`config.mk`:
```
export PLATFORM = sky130hd
export DESIGN_NAME = sha256_byte_stream_hasher
export DESIGN_NICKNAME = d
export VERILOG_FILES = /design/src/design/shb_pkg.sv /design/src/design/shb_datapath.sv /design/src/design/shb_ctrl.sv /design/src/design/sha256_byte_stream_hasher.sv
export SDC_FILE = /design/constraint.sdc
export NUM_CORES = 2
export LEC_CHECK = 0
export BUFFER_PORTS_ARGS = -buffer_cell sky130_fd_sc_hd__buf_4
export CORE_MARGIN = 4
export CORE_UTILIZATION = 65
export CTS_BUF_LIST = sky130_fd_sc_hd__clkbuf_4 sky130_fd_sc_hd__clkbuf_8
export CTS_CLUSTER_DIAMETER = 30
export DETAILED_ROUTE_END_ITERATION = 8
export PLACE_DENSITY = 0.8
export SYNTH_ARGS = -nofsm -noshare
export SYNTH_HDL_FRONTEND = slang
export SYNTH_SLANG_ARGS = --single-unit
export TNS_END_PERCENT = 1
```
`constraint.sdc`:
```
create_clock -name clk_i -period 10.87 [get_ports clk_i]
set_input_delay 0.5435 -clock clk_i [delete_from_list [all_inputs] [get_ports clk_i]]
set_output_delay 0.5435 -clock clk_i [all_outputs]
set_load 0.01 [all_outputs]
```
`src/design/shb_pkg.sv`:
```
// ----------------------------------------------------------------------------
// shb_pkg
// Shared types, constants and round functions of the SHA-256 byte hasher.
// ----------------------------------------------------------------------------
package shb_pkg;

  typedef struct packed {
    logic [7:0] data_byte;
    logic       byte_valid;
    logic       last;
  } shb_in_t;

  typedef struct packed {
    logic [31:0] digest_word;
    logic [2:0]  word_index;
    logic        last_word;
  } shb_out_t;

  // Source of the byte shifted into the block window
  typedef enum logic [1:0] {
    SEL_DATA,
    SEL_MARK,
    SEL_ZERO,
    SEL_LEN
  } byte_sel_e;

  typedef struct packed {
    logic      push;        // shift one byte into the block window
    byte_sel_e sel;
    logic      cap_len;     // capture message bit length
    logic      comp_start;  // load working variables from chain value
    logic      round;       // run one compression round
    logic [5:0] rnd;        // round number
    logic      fold;        // add working variables into chain value
    logic      rotate;      // advance digest output word
    logic      restart;     // back to initial hash values and counts
  } shb_cmd_t;

  typedef struct packed {
    logic pos_55;
    logic pos_63;
  } shb_sts_t;

  localparam logic [7:0] PadByte = 8'h80;

  localparam logic [31:0] InitH [8] = '{
    32'h6a09e667, 32'hbb67ae85, 32'h3c6ef372, 32'ha54ff53a,
    32'h510e527f, 32'h9b05688c, 32'h1f83d9ab, 32'h5be0cd19
  };

  localparam logic [31:0] RoundK [64] = '{
    32'h428a2f98, 32'h71374491, 32'hb5c0fbcf, 32'he9b5dba5,
    32'h3956c25b, 32'h59f111f1, 32'h923f82a4, 32'hab1c5ed5,
    32'hd807aa98, 32'h12835b01, 32'h243185be, 32'h550c7dc3,
    32'h72be5d74, 32'h80deb1fe, 32'h9bdc06a7, 32'hc19bf174,
    32'he49b69c1, 32'hefbe4786, 32'h0fc19dc6, 32'h240ca1cc,
    32'h2de92c6f, 32'h4a7484aa, 32'h5cb0a9dc, 32'h76f988da,
    32'h983e5152, 32'ha831c66d, 32'hb00327c8, 32'hbf597fc7,
    32'hc6e00bf3, 32'hd5a79147, 32'h06ca6351, 32'h14292967,
    32'h27b70a85, 32'h2e1b2138, 32'h4d2c6dfc, 32'h53380d13,
    32'h650a7354, 32'h766a0abb, 32'h81c2c92e, 32'h92722c85,
    32'ha2bfe8a1, 32'ha81a664b, 32'hc24b8b70, 32'hc76c51a3,
    32'hd192e819, 32'hd6990624, 32'hf40e3585, 32'h106aa070,
    32'h19a4c116, 32'h1e376c08, 32'h2748774c, 32'h34b0bcb5,
    32'h391c0cb3, 32'h4ed8aa4a, 32'h5b9cca4f, 32'h682e6ff3,
    32'h748f82ee, 32'h78a5636f, 32'h84c87814, 32'h8cc70208,
    32'h90befffa, 32'ha4506ceb, 32'hbef9a3f7, 32'hc67178f2
  };

  function automatic logic [31:0] big_sigma0(input logic [31:0] x);
    big_sigma0 = {x[1:0], x[31:2]} ^ {x[12:0], x[31:13]} ^ {x[21:0], x[31:22]};
  endfunction

  function automatic logic [31:0] big_sigma1(input logic [31:0] x);
    big_sigma1 = {x[5:0], x[31:6]} ^ {x[10:0], x[31:11]} ^ {x[24:0], x[31:25]};
  endfunction

  function automatic logic [31:0] small_sigma0(input logic [31:0] x);
    small_sigma0 = {x[6:0], x[31:7]} ^ {x[17:0], x[31:18]} ^ {3'b000, x[31:3]};
  endfunction

  function automatic logic [31:0] small_sigma1(input logic [31:0] x);
    small_sigma1 = {x[16:0], x[31:17]} ^ {x[18:0], x[31:19]} ^ {10'b0, x[31:10]};
  endfunction

endpackage

```
`src/design/shb_datapath.sv`:
```
// ----------------------------------------------------------------------------
// shb_datapath
// Block window, byte position, bit length, chain value and round logic.
// ----------------------------------------------------------------------------
module shb_datapath import shb_pkg::*; (
  input  logic        clk_i,
  input  logic        rst_ni,
  input  shb_cmd_t    cmd_i,
  input  logic [7:0]  data_byte_i,
  output shb_sts_t    sts_o,
  output logic [31:0] digest_word_o
);

  // 16-word window: bytes shift in at the low end, w[t] sits at the top
  logic [511:0] blk_q, blk_d;
  logic [5:0]   pos_q, pos_d;
  logic [54:0]  nblk_q, nblk_d;
  logic [63:0]  len_q, len_d;
  logic [31:0]  h_q [8];
  logic [31:0]  h_d [8];
  logic [31:0]  v_q [8];
  logic [31:0]  v_d [8];

  logic [7:0]  push_byte;
  logic [31:0] w0, w1, w9, w14, w_new;
  logic [31:0] ch, maj, t1, t2;

  always_comb begin
    unique case (cmd_i.sel)
      SEL_DATA: push_byte = data_byte_i;
      SEL_MARK: push_byte = PadByte;
      SEL_ZERO: push_byte = 8'h00;
      SEL_LEN:  push_byte = len_q[{~pos_q[2:0], 3'b000} +: 8];
      default:  push_byte = 8'h00;
    endcase
  end

  assign w0    = blk_q[511:480];
  assign w1    = blk_q[479:448];
  assign w9    = blk_q[223:192];
  assign w14   = blk_q[63:32];
  assign w_new = small_sigma1(w14) + w9 + small_sigma0(w1) + w0;

  assign ch  = (v_q[4] & v_q[5]) ^ (~v_q[4] & v_q[6]);
  assign maj = (v_q[0] & v_q[1]) ^ (v_q[0] & v_q[2]) ^ (v_q[1] & v_q[2]);
  assign t1  = v_q[7] + big_sigma1(v_q[4]) + ch + RoundK[cmd_i.rnd] + w0;
  assign t2  = big_sigma0(v_q[0]) + maj;

  always_comb begin
    blk_d  = blk_q;
    pos_d  = pos_q;
    nblk_d = nblk_q;
    len_d  = len_q;
    h_d    = h_q;
    v_d    = v_q;
    if (cmd_i.push) begin
      blk_d = {blk_q[503:0], push_byte};
      pos_d = pos_q + 6'd1;
      if (pos_q == 6'd63) begin
        nblk_d = nblk_q + 55'd1;
      end
    end else if (cmd_i.round) begin
      blk_d = {blk_q[479:0], w_new};
    end
    if (cmd_i.cap_len) begin
      // whole blocks are multiples of 512 bits, so no adder is needed
      len_d = {nblk_q, pos_q, 3'b000};
    end
    if (cmd_i.comp_start) begin
      v_d = h_q;
    end else if (cmd_i.round) begin
      v_d[7] = v_q[6];
      v_d[6] = v_q[5];
      v_d[5] = v_q[4];
      v_d[4] = v_q[3] + t1;
      v_d[3] = v_q[2];
      v_d[2] = v_q[1];
      v_d[1] = v_q[0];
      v_d[0] = t1 + t2;
    end
    if (cmd_i.restart) begin
      h_d    = InitH;
      pos_d  = '0;
      nblk_d = '0;
    end else if (cmd_i.fold) begin
      for (int i = 0; i < 8; i++) begin
        h_d[i] = h_q[i] + v_q[i];
      end
    end else if (cmd_i.rotate) begin
      for (int i = 0; i < 7; i++) begin
        h_d[i] = h_q[i+1];
      end
      h_d[7] = h_q[0];
    end
  end

  always_ff @(posedge clk_i or negedge rst_ni) begin
    if (!rst_ni) begin
      pos_q  <= '0;
      nblk_q <= '0;
      h_q    <= InitH;
    end else begin
      pos_q  <= pos_d;
      nblk_q <= nblk_d;
      h_q    <= h_d;
    end
  end

  always_ff @(posedge clk_i) begin
    blk_q <= blk_d;
    len_q <= len_d;
    v_q   <= v_d;
  end

  assign sts_o.pos_55  = (pos_q == 6'd55);
  assign sts_o.pos_63  = (pos_q == 6'd63);
  assign digest_word_o = h_q[0];

endmodule

```
`src/design/shb_ctrl.sv`:
```
// ----------------------------------------------------------------------------
// shb_ctrl
// Sequencer: byte intake, padding, compression rounds and digest output.
// ----------------------------------------------------------------------------
module shb_ctrl import shb_pkg::*; (
  input  logic       clk_i,
  input  logic       rst_ni,
  input  logic       in_valid_i,
  input  shb_in_t    in_data_i,
  output logic       in_stall_o,
  output logic       out_valid_o,
  input  logic       out_stall_i,
  output logic [2:0] word_idx_o,
  input  shb_sts_t   sts_i,
  output shb_cmd_t   cmd_o
);

  localparam logic [2:0] StIdle = 3'd0;
  localparam logic [2:0] StPad  = 3'd1;
  localparam logic [2:0] StComp = 3'd2;
  localparam logic [2:0] StFold = 3'd3;
  localparam logic [2:0] StOut  = 3'd4;

  localparam logic [1:0] PhMark = 2'd0;
  localparam logic [1:0] PhZero = 2'd1;
  localparam logic [1:0] PhLen  = 2'd2;

  logic [2:0] state_q, state_d;
  logic [1:0] ph_q, ph_d;
  logic [5:0] rnd_q, rnd_d;
  logic [2:0] idx_q, idx_d;
  logic       fin_q, fin_d;       // message ended, padding in progress
  logic       lastblk_q, lastblk_d; // block with the length is compressing

  always_comb begin
    cmd_o     = '0;
    cmd_o.sel = SEL_DATA;
    cmd_o.rnd = rnd_q;
    state_d   = state_q;
    ph_d      = ph_q;
    rnd_d     = rnd_q;
    idx_d     = idx_q;
    fin_d     = fin_q;
    lastblk_d = lastblk_q;
    unique case (state_q)
      StIdle: begin
        if (in_valid_i) begin
          if (in_data_i.byte_valid) begin
            cmd_o.push = 1'b1;
            if (sts_i.pos_63) begin
              cmd_o.comp_start = 1'b1;
              state_d          = StComp;
            end
          end
          if (in_data_i.last) begin
            fin_d = 1'b1;
            ph_d  = PhMark;
            if (!(in_data_i.byte_valid && sts_i.pos_63)) begin
              state_d = StPad;
            end
          end
        end
      end
      StPad: begin
        cmd_o.push = 1'b1;
        unique case (ph_q)
          PhMark: begin
            cmd_o.sel     = SEL_MARK;
            cmd_o.cap_len = 1'b1;
          end
          PhZero:  cmd_o.sel = SEL_ZERO;
          PhLen:   cmd_o.sel = SEL_LEN;
          default: cmd_o.sel = SEL_ZERO;
        endcase
        if (ph_q != PhLen) begin
          ph_d = sts_i.pos_55 ? PhLen : PhZero;
        end else if (sts_i.pos_63) begin
          lastblk_d = 1'b1;
        end
        if (sts_i.pos_63) begin
          cmd_o.comp_start = 1'b1;
          state_d          = StComp;
        end
      end
      StComp: begin
        cmd_o.round = 1'b1;
        rnd_d       = rnd_q + 6'd1;
        if (rnd_q == 6'd63) begin
          state_d = StFold;
        end
      end
      StFold: begin
        cmd_o.fold = 1'b1;
        priority if (lastblk_q) begin
          state_d = StOut;
          idx_d   = '0;
        end else if (fin_q) begin
          state_d = StPad;
        end else begin
          state_d = StIdle;
        end
      end
      StOut: begin
        if (!out_stall_i) begin
          cmd_o.rotate = 1'b1;
          idx_d        = idx_q + 3'd1;
          if (idx_q == 3'd7) begin
            cmd_o.restart = 1'b1;
            fin_d         = 1'b0;
            lastblk_d     = 1'b0;
            state_d       = StIdle;
          end
        end
      end
      default: state_d = StIdle;
    endcase
  end

  always_ff @(posedge clk_i or negedge rst_ni) begin
    if (!rst_ni) begin
      state_q   <= StIdle;
      ph_q      <= PhMark;
      rnd_q     <= '0;
      idx_q     <= '0;
      fin_q     <= 1'b0;
      lastblk_q <= 1'b0;
    end else begin
      state_q   <= state_d;
      ph_q      <= ph_d;
      rnd_q     <= rnd_d;
      idx_q     <= idx_d;
      fin_q     <= fin_d;
      lastblk_q <= lastblk_d;
    end
  end

  assign in_stall_o  = (state_q != StIdle);
  assign out_valid_o = (state_q == StOut);
  assign word_idx_o  = idx_q;

  // rounds always start from zero
  a_rnd_start: assert property (@(posedge clk_i) disable iff (!rst_ni)
    cmd_o.comp_start |-> rnd_q == 6'd0)
    else $error("round counter not zero at block start");

  // the length block is only reached while finalizing
  a_lastblk_fin: assert property (@(posedge clk_i) disable iff (!rst_ni)
    lastblk_q |-> fin_q)
    else $error("length block without finalization");

endmodule

```
`src/design/sha256_byte_stream_hasher.sv`:
```
// ----------------------------------------------------------------------------
// sha256_byte_stream_hasher
// SHA-256 over a byte stream, eight digest words out per message.
// ----------------------------------------------------------------------------
// Input channel: one request per message byte (byte_valid=1); the final
// byte carries last. An empty message is a request with byte_valid=0 and
// last=1; byte_valid=0 with last=0 is taken and ignored.
// Throughput: one byte per cycle while a block fills. The byte that
// completes a block stalls the input while the 64 rounds run on the
// single round unit and the result is folded into the chain value.
// On last, padding bytes go through the same byte path, one per cycle:
// up to 64 + 8 bytes from the current position, each full block again
// compressed and folded as above. Then the output channel presents the
// eight digest words, index 0 first, one per cycle when not stalled;
// input stays stalled until the eighth word is taken, after which the
// hasher is back at the initial hash values.
// Output stall simply holds the current word; nothing is lost.
// Reset: chain value to the initial hash values, counts cleared, idle.
// ----------------------------------------------------------------------------
module sha256_byte_stream_hasher import shb_pkg::*; (
  input  logic     clk_i,
  input  logic     rst_ni,
  input  logic     in_valid_i,
  output logic     in_stall_o,
  input  shb_in_t  in_data_i,
  output logic     out_valid_o,
  input  logic     out_stall_i,
  output shb_out_t out_data_o
);

  shb_cmd_t   cmd;
  shb_sts_t   sts;
  logic [2:0] word_idx;
  logic [31:0] digest_word;

  shb_ctrl u_ctrl (
    .clk_i       (clk_i),
    .rst_ni      (rst_ni),
    .in_valid_i  (in_valid_i),
    .in_data_i   (in_data_i),
    .in_stall_o  (in_stall_o),
    .out_valid_o (out_valid_o),
    .out_stall_i (out_stall_i),
    .word_idx_o  (word_idx),
    .sts_i       (sts),
    .cmd_o       (cmd)
  );

  shb_datapath u_datapath (
    .clk_i         (clk_i),
    .rst_ni        (rst_ni),
    .cmd_i         (cmd),
    .data_byte_i   (in_data_i.data_byte),
    .sts_o         (sts),
    .digest_word_o (digest_word)
  );

  assign out_data_o.digest_word = digest_word;
  assign out_data_o.word_index  = word_idx;
  assign out_data_o.last_word   = (word_idx == 3'd7);

  a_no_overlap: assert property (@(posedge clk_i) disable iff (!rst_ni)
    out_valid_o |-> in_stall_o)
    else $error("input open while digest pending");

  a_word_step: assert property (@(posedge clk_i) disable iff (!rst_ni)
    (out_valid_o && !out_stall_i && !out_data_o.last_word) |=>
      (out_valid_o && out_data_o.word_index == 3'($past(out_data_o.word_index) + 3'd1)))
    else $error("digest word sequence broken");

  a_done_idle: assert property (@(posedge clk_i) disable iff (!rst_ni)
    (out_valid_o && !out_stall_i && out_data_o.last_word) |=> !in_stall_o)
    else $error("not idle after final digest word");

endmodule

```
After elaboration in Yosys (flattened, before gate mapping)
Memory sizes are Yosys's and may differ from the RTL's. Index checks and enable logic that the tools add are counted.

Memories: 1. Output and inout bits: 38. Register bits: 1162. Input port bits: 14. Word-level logic and storage cells: 169. Bits in latches: 0. ROM bits: 2048. Memory bits (writable): 0.

Memory list: (name not given) (words 64, bits a word 32, rd ports 1, clocked after memory_dff 0, wr ports 0, RTL line shb_datapath.sv:46) `assign t1 = v_q[7] + big_sigma1(v_q[4]) + ch + RoundK[cmd_i.rnd] + w0;`.

Add/subtract/negate cells: 22. Mux-type cells: 57. $mul: 0. Equal/unequal tests: 22. Shifts and indexed selects: 1. Bitwise logic cells: 19. Reductions and logical operators: 20. Magnitude comparators: 1. Divide/modulo/power cells: 0.

Operators by type and width (number): $mux W256 (5); $mux W512 (2); $add A32 B32 Y32 (18); $xor A32 B32 Y32 (9); $mux W55 (3); $and A32 B32 Y32 (5); $mux W32 (2); $shiftx A64 B7 Y8 (1); $add A55 B1 Y55 const B (1); $mux W3 (12); $not A32 Y32 (1); $pmux W8 S4 (1); $xor A32 B22 Y32 (1); $xor A32 B29 Y32 (1); $eq A6 B6 Y1 const B (3); $mux W1 (16); $reduce_bool A2 Y1 (8); $pmux W3 S5 (1); $add A6 B1 Y6 const B (2); $mux W2 (6); $mux W6 (2); $ne A2 B1 Y1 const B (5); $ne A2 B2 Y1 const B (5); $reduce_and A5 Y1 (2); 19 further kinds (30).

Depth between registers and ports, before layout
Word-level depth: 9. Depth in mapped cells: 43. Depth with buffers taken out: 41.

Hierarchy
A second synthesis with hierarchy kept.

Cell total of the unflattened synthesis: 7261. Area, all modules: 79052.1 um^2.

Modules (own cells, without submodules): shb_datapath (instances 1, area each 78162.5 um^2, sequential area each 32996.6 um^2, cells an instance 7181); shb_ctrl (instances 1, area each 883.3 um^2, sequential area each 400.4 um^2, cells an instance 79); sha256_byte_stream_hasher (instances 1, area each 6.3 um^2, sequential area each 0.0 um^2, cells an instance 1).

Worst setup path before layout
Ideal clock, no wire load.

Path kind: register to register. From: reg u_ctrl.rnd_q[0]. To: reg u_datapath.v_q[255] (netlist name) (data pin). Period minus slack after synthesis: 8.761 ns. Setup time: 0.264 ns. Buffers on the path: 3. Cell stages (with the launch flop): 43. Data required time: 10.606 ns. Path slack: 2.109 ns. Data arrival time: 8.497 ns. Cell sequence: dfrtp_1 clkbuf_1 clkinv_1 ha_1 clkbuf_1 nand2b_1 clkbuf_1 nor2_1 o22ai_1 a211oi_1 a21oi_1 fa_1 fa_1 inv_1 fa_1 inv_1 ha_1 a21o_1 [... 7 more ...] nor2_1 xnor2_1 inv_1 fa_1 inv_1 ha_1 a21oi_1 nor2b_1 o21ai_0 nand2b_1 a21oi_1 o21a_1 a31oi_1 a41o_1 o41ai_1 xnor2_1 xnor2_1 o21ai_1.

RTL lines: start, declared (RTL line shb_ctrl.sv:30) `logic [5:0] rnd_q, rnd_d;`; start signal, assigned (RTL line shb_ctrl.sv:130) `rnd_q <= rnd_d;`; end signal, assigned (RTL line shb_datapath.sv:112) `v_q <= v_d;`; end, declared (RTL line shb_datapath.sv:21) `logic [31:0] v_q [8];`.

==> results_dict.tcl <==
set metrics [dict create \
    yosys_warnings 0 \
    crit_type "reg -> reg" \
    post-route-util_pct 72.48 \
    drc 0 \
    grt_max_degree 235 \
    seq_area_mm2 0.03340 \
    finClkSkew_ns 0.06610 \
    root_buffer "clkbuf_8" \
    clk_latency_ns 1.00 \
    grt_busiest_layer "met2" \
    syn_to_final_growth_pct 10.38 \
    slowest_delay_ns 0.61 \
    setup_viol 0 \
    numCtsBuffers 290 \
    cp-end-kind "register" \
    grt_pass1_vias 63640 \
    final_common_cell "nand2_1" \
    period_needed_ns 10.22 \
    die_y_um 351.3 \
    use_met2_pct 62.10 \
    io_buffers 51 \
    use_met1_pct 51.87 \
    drt-pass1-iter-count 8 \
    numClockSinks 1162 \
    syn_area_per_cell_um2 9.144 \
    multi_input_area_mm2 0.04006 \
    yosysSeqAreaShare_pct 43.59 \
    crit_buf_inv 5 \
    ctsHtreeMaxLevel 5 \
    relSlewSlack_pct 13.72 \
    dieArea_mm2 0.1234 \
    wl_per_cell_um 24.62 \
    die_w_um 351.3 \
    hp-class "in -> reg" \
    synth-main-ff-cell "edfxtp_1" \
    cts_tree "done" \
    worst_pin_slew_ns 1.258 \
    finalCritPeriodShare_pct 94.06 \
    drtAntennaViolNets 0 \
    gp_congestion 1.043 \
    vias 64440 \
    crit_family "compound AO/OA/AOI/OAI gates" \
    grt_usage_pct 40.04 \
    coreArea_mm2 0.1167 \
    tns_ns 0 \
    avgViaCountPerCell 6.397 \
    start_util_pct 65.67 \
    layout_common_cells "nand2_1, edfxtp_1, a21oi_1" \
    hpwl_um 174400 \
    postSynthNetCount 8984 \
    synth_edf_count 829 \
    pre_cts_slack_ns 0.8536 \
    rsz0062_at_grt "no" \
    finalMaxSlewViolations 0 \
    drv_cap 0 \
    fmax_ghz 0.09781 \
    nNetsFinal 8935 \
    first_iter_violations 7989 \
    grt_use_met3_pct 8.841 \
    synth_cells 8379 \
    setup_ws_ns 0.6458 \
    synth_area_mm2 0.07662 \
    crit_path_top_delay_cell "dfrtp_1" \
    drive_gt1_share_pct 10.18 \
    synthArstFlopShare_pct 28.66 \
    r2r_setup_slack_ns 0.65 \
    cts_setup_buffers 0 \
    final_hold_viol_count 0 \
    required_ns 11.55 \
    yosysUniqueCellTypes 98 \
    grt_pass1_wl_um 374900 \
    row_count 125 \
    critPathLaunchType "register" \
    status "complete, no violations" \
    grt-ovfl-total 0 \
    wirelength_um 248000 \
    worst-path-max-fanout 13 \
    clk_path_buf_depth 4 \
    yosys_register_bits 1162 \
    path_clk_slew_ns 0.06 \
    crit_arrival_ns 10.90 \
    ioPinCount 52 \
    antenna_found_initial 4 \
    fillers 8405 \
    crit_top_cell "a21oi_1" \
]
-- layout make-up --
cell class                 count  area share, %
antenna                        4        0.01184
sequential                  1162          39.50
clock inverter               157          2.354
inverter                     333          1.478
multi-input combinational   6382          47.37
clock buffer                 351          5.439
timing repair buffer         161          1.592
tap                         1524          2.255
-- sequential cells by signal, indices dropped and copies added (netlist names), 2 cells and up --
| name | count |
|---|---|
| u_ctrl.rnd_q | 6 |
| u_datapath.h_q | 224 |
| u_datapath.digest_word_o | 32 |
| u_ctrl.word_idx_o | 3 |
| u_ctrl.ph_q | 2 |
| u_ctrl.state_q | 3 |
| u_datapath.nblk_q | 55 |
| u_datapath.len_q | 61 |
| u_datapath.pos_q | 6 |
| u_datapath.blk_q | 512 |
| u_datapath.v_q | 256 |
-- tightest hold or removal path, cell delays in order --
cell	delay (ns)
buf_4	0.07
nand2_1	0.06
o21ai_0	0.09
nand2_1	0.11
o21ai_0	0.09
-- synthesized netlist by cell type, types with 96 or more instances --
| library cell | count | area, um^2 |
|---|---|---|
| xnor2_1 | 405 | 3547 |
| xor2_1 | 210 | 1839 |
| nor2_1 | 474 | 1779 |
| o22ai_1 | 121 | 757.0 |
| o21ai_0 | 431 | 2157 |
| dfstp_2 | 136 | 3573 |
| a21oi_1 | 536 | 2683 |
| inv_1 | 330 | 1239 |
| ha_1 | 396 | 4955 |
| dfrtp_1 | 197 | 4930 |
| a21o_1 | 168 | 1261 |
| edfxtp_1 | 829 | 24890 |
| nand2_1 | 2356 | 8843 |
| clkbuf_1 | 442 | 1659 |
| nand3_1 | 96 | 480.5 |
| fa_1 | 195 | 3904 |
-- metal layers --
layer,wire length (um),vias up
met5,13,-
met4,17470,2
met3,25890,917
met2,110700,3710
met1,93880,30940
li1,-,28870
-- repair_timing --
action / in CTS / in global routing
hold buffers: 12 / 0
endpoints found under the hold margin: 96 / 0
resized for setup: 0 / 1
endpoints found under the setup margin: 0 / 1
-- final timing paths --
kind / startpoint / depth (start not counted) / endpoint
worst max-delay path: u_ctrl.rnd_q[0] / 37 / u_datapath.v_q[125]
worst min-delay path: in_data_i[8] / 5 / u_datapath.blk_q[6]
worst max register to register: u_ctrl.rnd_q[0] / 37 / u_datapath.v_q[125]
worst min register to register: u_datapath.nblk_q[54] / 0 / u_datapath.len_q[63]
max in group asynchronous: rst_ni / 4 / u_ctrl.rnd_q[3]
min in group asynchronous: rst_ni / 2 / u_datapath.nblk_q[39]
-- through the flow --
stage	std cells	hold slack, ns	cell area [um^2]
after floorplan	8379	0.2479	76620
final	10070	0.1267	84560
after detailed placement	9550	0.4761	77840
after global placement	9550	0.4648	77840
after CTS	10070	0.03536	84550
after global routing	10070	0.1212	84560
-- kinds of logic after synthesis --
family / count (synthesis) / share of synthesized area [%]
AO/OA/AOI/OAI: 1792 / 14.66
adder cells (fa/ha/maj): 594 / 11.60
buffers and inverters: 835 / 4.253
flip-flops: 1162 / 43.59
multiplexers: 69 / 1.222
AND/OR/NAND/NOR: 3311 / 17.61
XOR/XNOR: 616 / 7.061
Power is left out: the tool's default activity adds up to more than one toggle a clock period on the data nets, which glitch-free logic cannot reach.
